### src/brb_pkg.sv
// Shared types and codes for the byte ring buffer unit.
// Used by brb_byte_ram, brb_ptr_ctrl and byte_ring_buffer_unit; depends on nothing.
package brb_pkg;

    // Operation codes carried by a request.
    localparam logic [2:0] OP_PUT     = 3'd0;
    localparam logic [2:0] OP_GET     = 3'd1;
    localparam logic [2:0] OP_PEEK    = 3'd2;
    localparam logic [2:0] OP_DISCARD = 3'd3;
    localparam logic [2:0] OP_COMMIT  = 3'd4;
    localparam logic [2:0] OP_CLEAR   = 3'd5;

    // Status codes reported with every result.
    localparam logic [1:0] ST_OK    = 2'd0;
    localparam logic [1:0] ST_FULL  = 2'd1;
    localparam logic [1:0] ST_EMPTY = 2'd2;
    localparam logic [1:0] ST_RANGE = 2'd3;

    // One request.
    typedef struct packed {
        logic [2:0] operation;
        logic [7:0] data_byte_in;
        logic [9:0] count;
        logic [9:0] peek_offset;
    } req_t;

    // One result.
    typedef struct packed {
        logic [7:0] data_byte_out;
        logic [1:0] status;
        logic [9:0] moved_count;
        logic [9:0] used_count;
        logic [9:0] free_count;
    } rsp_t;

    // Byte store access strobes.
    typedef struct packed {
        logic we;
        logic re;
    } mem_ctl_t;

endpackage

### src/brb_ptr_ctrl.sv
// Read and write pointers, used/free accounting and the per-request decision.
// Depends on brb_pkg for request, result and access strobe types.
module brb_ptr_ctrl #(
    parameter int DEPTH = 1024,
    parameter int GAP   = 1,
    parameter int AW    = 10
) (
    input  logic              clk,
    input  logic              rst_n,
    input  logic              accept,
    input  brb_pkg::req_t     req,
    output brb_pkg::mem_ctl_t mem_ctl,
    output logic [AW-1:0]     mem_addr,
    output brb_pkg::rsp_t     rsp,
    output logic              rd_hit
);

    // Wide enough for any count field and for DEPTH itself.
    localparam int NW = ((AW > 10) ? AW : 10) + 1;
    localparam logic [AW:0] DEPTH_V = (AW+1)'(DEPTH);
    localparam logic [AW:0] CAP_V   = (AW+1)'(DEPTH - GAP);

    logic [AW-1:0] rp_reg, rp_next;
    logic [AW-1:0] wp_reg, wp_next;

    logic [AW:0]   used_now;
    logic [AW:0]   free_now;
    logic [AW:0]   used_after;
    logic [AW:0]   free_after;
    logic [NW-1:0] cnt_w;
    logic [NW-1:0] off_w;
    logic [NW-1:0] used_w;
    logic [NW-1:0] free_w;
    logic [NW-1:0] used_after_w;
    logic [NW-1:0] free_after_w;
    logic [NW-1:0] moved_w;
    logic [AW:0]   cnt_n;
    logic [AW-1:0] rp_cnt;
    logic [AW-1:0] wp_cnt;
    logic [AW-1:0] rp_one;
    logic [AW-1:0] wp_one;
    logic [AW-1:0] peek_addr;
    logic [1:0]    status;
    logic          do_we;
    logic          do_re;

    // Pointer advance with a single wraparound correction.
    function automatic logic [AW-1:0] advance(input logic [AW-1:0] p, input logic [AW:0] n);
        logic [AW+1:0] s;
        s = {2'b00, p} + {1'b0, n};
        if (s >= {1'b0, DEPTH_V})
        begin
            s = s - {1'b0, DEPTH_V};
        end
        return s[AW-1:0];
    endfunction

    // Free space for a given fill level.
    function automatic logic [AW:0] free_of(input logic [AW:0] u);
        return (u >= CAP_V) ? '0 : (CAP_V - u);
    endfunction

    // Fill level before the request.
    always_comb
    begin
        if (wp_reg >= rp_reg)
        begin
            used_now = {1'b0, wp_reg} - {1'b0, rp_reg};
        end
        else
        begin
            used_now = DEPTH_V + {1'b0, wp_reg} - {1'b0, rp_reg};
        end
    end

    assign free_now = free_of(used_now);
    assign cnt_w    = NW'(req.count);
    assign off_w    = NW'(req.peek_offset);
    assign used_w   = NW'(used_now);
    assign free_w   = NW'(free_now);
    assign cnt_n    = cnt_w[AW:0];

    // Candidate pointer positions.
    assign rp_one    = advance(rp_reg, (AW+1)'(1));
    assign wp_one    = advance(wp_reg, (AW+1)'(1));
    assign rp_cnt    = advance(rp_reg, cnt_n);
    assign wp_cnt    = advance(wp_reg, cnt_n);
    assign peek_addr = advance(rp_reg, off_w[AW:0]);

    // Decide the outcome of the request.
    always_comb
    begin
        rp_next    = rp_reg;
        wp_next    = wp_reg;
        status     = brb_pkg::ST_OK;
        moved_w    = '0;
        used_after = used_now;
        do_we      = 1'b0;
        do_re      = 1'b0;
        mem_addr   = wp_reg;
        case (req.operation)
            brb_pkg::OP_PUT:
            begin
                if (free_now == '0)
                begin
                    status = brb_pkg::ST_FULL;
                end
                else
                begin
                    do_we      = 1'b1;
                    wp_next    = wp_one;
                    moved_w    = NW'(1);
                    used_after = used_now + (AW+1)'(1);
                end
            end
            brb_pkg::OP_GET:
            begin
                mem_addr = rp_reg;
                if (used_now == '0)
                begin
                    status = brb_pkg::ST_EMPTY;
                end
                else
                begin
                    do_re      = 1'b1;
                    rp_next    = rp_one;
                    moved_w    = NW'(1);
                    used_after = used_now - (AW+1)'(1);
                end
            end
            brb_pkg::OP_PEEK:
            begin
                mem_addr = peek_addr;
                if (used_now == '0)
                begin
                    status = brb_pkg::ST_EMPTY;
                end
                else if (off_w >= used_w)
                begin
                    status = brb_pkg::ST_RANGE;
                end
                else
                begin
                    do_re   = 1'b1;
                    moved_w = NW'(1);
                end
            end
            brb_pkg::OP_DISCARD:
            begin
                if (cnt_w > used_w)
                begin
                    status = brb_pkg::ST_RANGE;
                end
                else
                begin
                    rp_next    = rp_cnt;
                    moved_w    = cnt_w;
                    used_after = used_now - cnt_n;
                end
            end
            brb_pkg::OP_COMMIT:
            begin
                if (cnt_w > free_w)
                begin
                    status = brb_pkg::ST_RANGE;
                end
                else
                begin
                    wp_next    = wp_cnt;
                    moved_w    = cnt_w;
                    used_after = used_now + cnt_n;
                end
            end
            brb_pkg::OP_CLEAR:
            begin
                rp_next    = '0;
                wp_next    = '0;
                used_after = '0;
            end
            default:
            begin
                // Unused codes leave everything as it is.
            end
        endcase
    end

    assign free_after   = free_of(used_after);
    assign used_after_w = NW'(used_after);
    assign free_after_w = NW'(free_after);

    // Result fields; the read byte is merged in by the top level.
    always_comb
    begin
        rsp               = '0;
        rsp.status        = status;
        rsp.moved_count   = moved_w[9:0];
        rsp.used_count    = used_after_w[9:0];
        rsp.free_count    = free_after_w[9:0];
    end

    assign mem_ctl.we = accept & do_we;
    assign mem_ctl.re = accept & do_re;
    assign rd_hit     = do_re;

    // Pointer registers.
    always_ff @(posedge clk or negedge rst_n)
    begin
        if (!rst_n)
        begin
            rp_reg <= '0;
            wp_reg <= '0;
        end
        else if (accept)
        begin
            rp_reg <= rp_next;
            wp_reg <= wp_next;
        end
    end

endmodule

### config.mk
export PLATFORM = sky130hd
export DESIGN_NAME = brb_ptr_ctrl
export DESIGN_NICKNAME = d
export VERILOG_FILES = /design/src/brb_pkg.sv /design/src/brb_ptr_ctrl.sv
export SDC_FILE = /design/constraint.sdc
export NUM_CORES = 1
export LEC_CHECK = 0
export ABC_CLOCK_PERIOD_IN_PS = 12270
export BUFFER_PORTS_ARGS = -buffer_cell sky130_fd_sc_hd__buf_2
export CAP_MARGIN = 10
export CELL_PAD_IN_SITES_DETAIL_PLACEMENT = 0
export CELL_PAD_IN_SITES_GLOBAL_PLACEMENT = 2
export CORE_ASPECT_RATIO = 1.5
export CORE_UTILIZATION = 25
export CTS_CLUSTER_SIZE = 30
export DETAILED_ROUTE_END_ITERATION = 7
export PLACE_DENSITY = 0.76
export SYNTH_ARGS = -nofsm -noshare
export SYNTH_HDL_FRONTEND = slang
export SYNTH_SLANG_ARGS = --single-unit
### constraint.sdc
create_clock -name clk -period 12.27 [get_ports clk]
set_input_delay 3.0675 -clock clk [delete_from_list [all_inputs] [get_ports clk]]
set_output_delay 3.0675 -clock clk [all_outputs]
set_load 0.03 [all_outputs]
==> impl_metrics.csv <==
group,metric,value,unit
worst_setup_path,critPathKind,"in -> out",
yosys,synth_edf_count,0,
floorplan,die-area,22700,um^2
worst_setup_path,reg2reg_depth,16,
clock_tree,post_cts_buffers,0,
clock_tree,clk_latency,0.27,ns
worst_setup_path,crit_path_start,"req[13]",
route,viasPerCell,5.49,
clock_tree,cts_htree_levels,1,
worst_setup_path,required,9.20,ns
yosys,yosysWarningCount,0,
hold_path,holdPathEnd,"wp_reg[2]",
sta,slew_headroom,43.5,%
sta,drv_slew,0,
yosys,ys_seq_area_share,9.07,%
grt,grt_start_max_net_pins,21,
cells_and_area,post-route-util,28.5,%
cells_and_area,drive_above_1_share,14.4,%
yosys,netlist_top_cells_area,"ha_1 (18%), dfrtp_1 (9.1%), nor2_1 (5.4%)",
worst_setup_path,worst_setup_path_start_kind,"input port",
floorplan,pin_count,87,
yosys,synth.distinct_cells,97,
route,drt-initial-drc-count,390,
worst_setup_path,reg2reg_to,"rp_reg[9]",
yosys,ys_ff_latch,20,
place,portBuffers,70,
clock_tree,cts_resized,0,
yosys,netlist_area,5520,um^2
cells_and_area,layout_common_cells,"nor2_1 (80), ha_1 (80), buf_2 (70)",
grt,antenna_found_initial,0,
grt,grt_remaining_overflow,0,
worst_setup_path,r2r_setup_slack,6.40,ns
worst_setup_path,cp.arrival,6.80,ns
sta,skew,0.00679,ns
route,routed_wl,23.1,mm
grt,grt_pass1_wl,34.5,mm
grt,grt_pass1_vias,5821,
sta,fin_setup_tns,0,ns
clock_tree,cts_sinks,20,
sta,period_share,80.5,%
worst_setup_path,endpoint_kind,"output port",
yosys,yosys.area.top_type,"ha_1",
job,max-cap-violations,0,
hold_path,hp-start,"wp_reg[2]",
clock_tree,holdBufCountCts,0,
place,pre_cts_ws,2.35,ns
floorplan,rows,66,
hold_path,min_path_type,"reg -> reg",
sta,hold_viol,0,
sta,fin_ws,2.40,ns
clock_tree,clockBufferDepth,2,
route,drt_pass1_iterations,5,
floorplan,die_y,184,um
yosys,synth.avg_cell_area,7.33,um^2
route,ant_nets,0,
yosys,synth_ff_type,"dfrtp_1",
status,status,"finished clean",
floorplan,start_util,25.5,%
yosys,syn_inst,753,
clock_tree,clockRootBuffer,"clkbuf_16",
floorplan,core_area,21600,um^2
sta,setup_viol,0,
place,place.gp.congestion,0.974,
clock_tree,cts_tree,"built",
route,vias,5918,
clock_tree,numCtsBuffers,3,
route,drc_errors,0,
hold_path,min_path_cells,2,
yosys,synth-async-reset-ratio,100,%
cells_and_area,antenna_cells,0,
grt,grt_use_total,20.7,%
floorplan,die_w,123,um
sta,rsz0062_at_grt,"no",
sta,fmax,101,MHz
place,dp_hpwl,19.1,mm
sta,tightest_slew,0.842,ns
worst_setup_path,cp_max_fo,8,
cells_and_area,area_growth,11.7,%
yosys,synth.top_cell.area_share,18.1,%
sta,min_period,9.87,ns
cells_and_area,nNetsFinal,927,
clock_tree,clk_pin_slew,0.06,ns
route,wire_per_inst,21.4,um
worst_setup_path,r2r_start,"rp_reg[1]",
-- metrics by stage --
step           cells  cell area (um^2)  hold WS, ns
6_report        1078              6160        0.553
4_1_cts         1078              6160        0.554
2_1_floorplan    760              5550        0.498
3_5_place_dp    1074              6060        0.538
3_3_place_gp    1074              6060        0.532
5_1_grt         1078              6160        0.585
-- critical path, stage by stage --
cell,delay [ns]
buf_2,0.13
inv_1,0.29
ha_1,0.37
o21ai_0,0.11
a21oi_1,0.14
o41ai_1,0.47
a21oi_1,0.25
nor2_1,0.48
a211oi_1,0.17
o31ai_1,0.42
nand2_1,0.34
nor4_1,0.31
buf_2,0.26
-- synth_stat cells, drive strengths merged, types with 9 or more instances --
cell / instances
nor2b: 12
a21o: 13
o31ai: 20
o21a: 9
and2: 11
dfrtp: 20
nand3: 15
nand2b: 12
nand2: 69
xor2: 12
buf: 20
nor4: 10
a21oi: 59
nor2: 80
o21bai: 17
o21ai: 41
xnor2: 22
inv: 55
a211oi: 17
a22oi: 9
ha: 80
clkbuf: 15
nor3: 22
-- worst max-delay path by stage --
stage                     endpoint  slack, ns  cells past startpoint
after floorplan             rsp[9]       3.13                     12
final                       rsp[9]       2.40                     13
after global placement      rsp[9]       2.36                     13
after detailed placement    rsp[9]       2.35                     13
after CTS                   rsp[9]       2.33                     13
after global routing        rsp[9]       2.09                     20
-- cell families after synthesis --
| logic type | Yosys count | share of synthesized area (%) |
|---|---|---|
| AND/OR/NAND/NOR | 271 | 24.8 |
| AO/OA/AOI/OAI | 248 | 32.0 |
| buffers and inverters | 91 | 7.98 |
| adder cells (fa/ha/maj) | 86 | 20.3 |
| XOR/XNOR | 34 | 5.40 |
| flip-flops | 20 | 9.07 |
| multiplexers | 2 | 0.363 |
| other | 1 | 0.0679 |
-- layer usage --
layer	up-vias	routed length [um]	global-route usage [%]
li1	2862	-	-
met1	2799	8660	22.0
met2	193	12100	38.6
met3	64	811	1.40
met4	0	1530	12.8
met5	-	0	0
-- area by class of cell --
cell class	instances	area [um^2]
timing repair buffer	77	403
fill	2430	15500
tap	272	340
clock inverter	1	30.0
sequential	20	500
multi-input combinational	649	4600
inverter	56	210
clock buffer	3	75.1
Power is not shown: default switching activity piles up to over one toggle a cycle in this logic, so the estimate is an artifact.
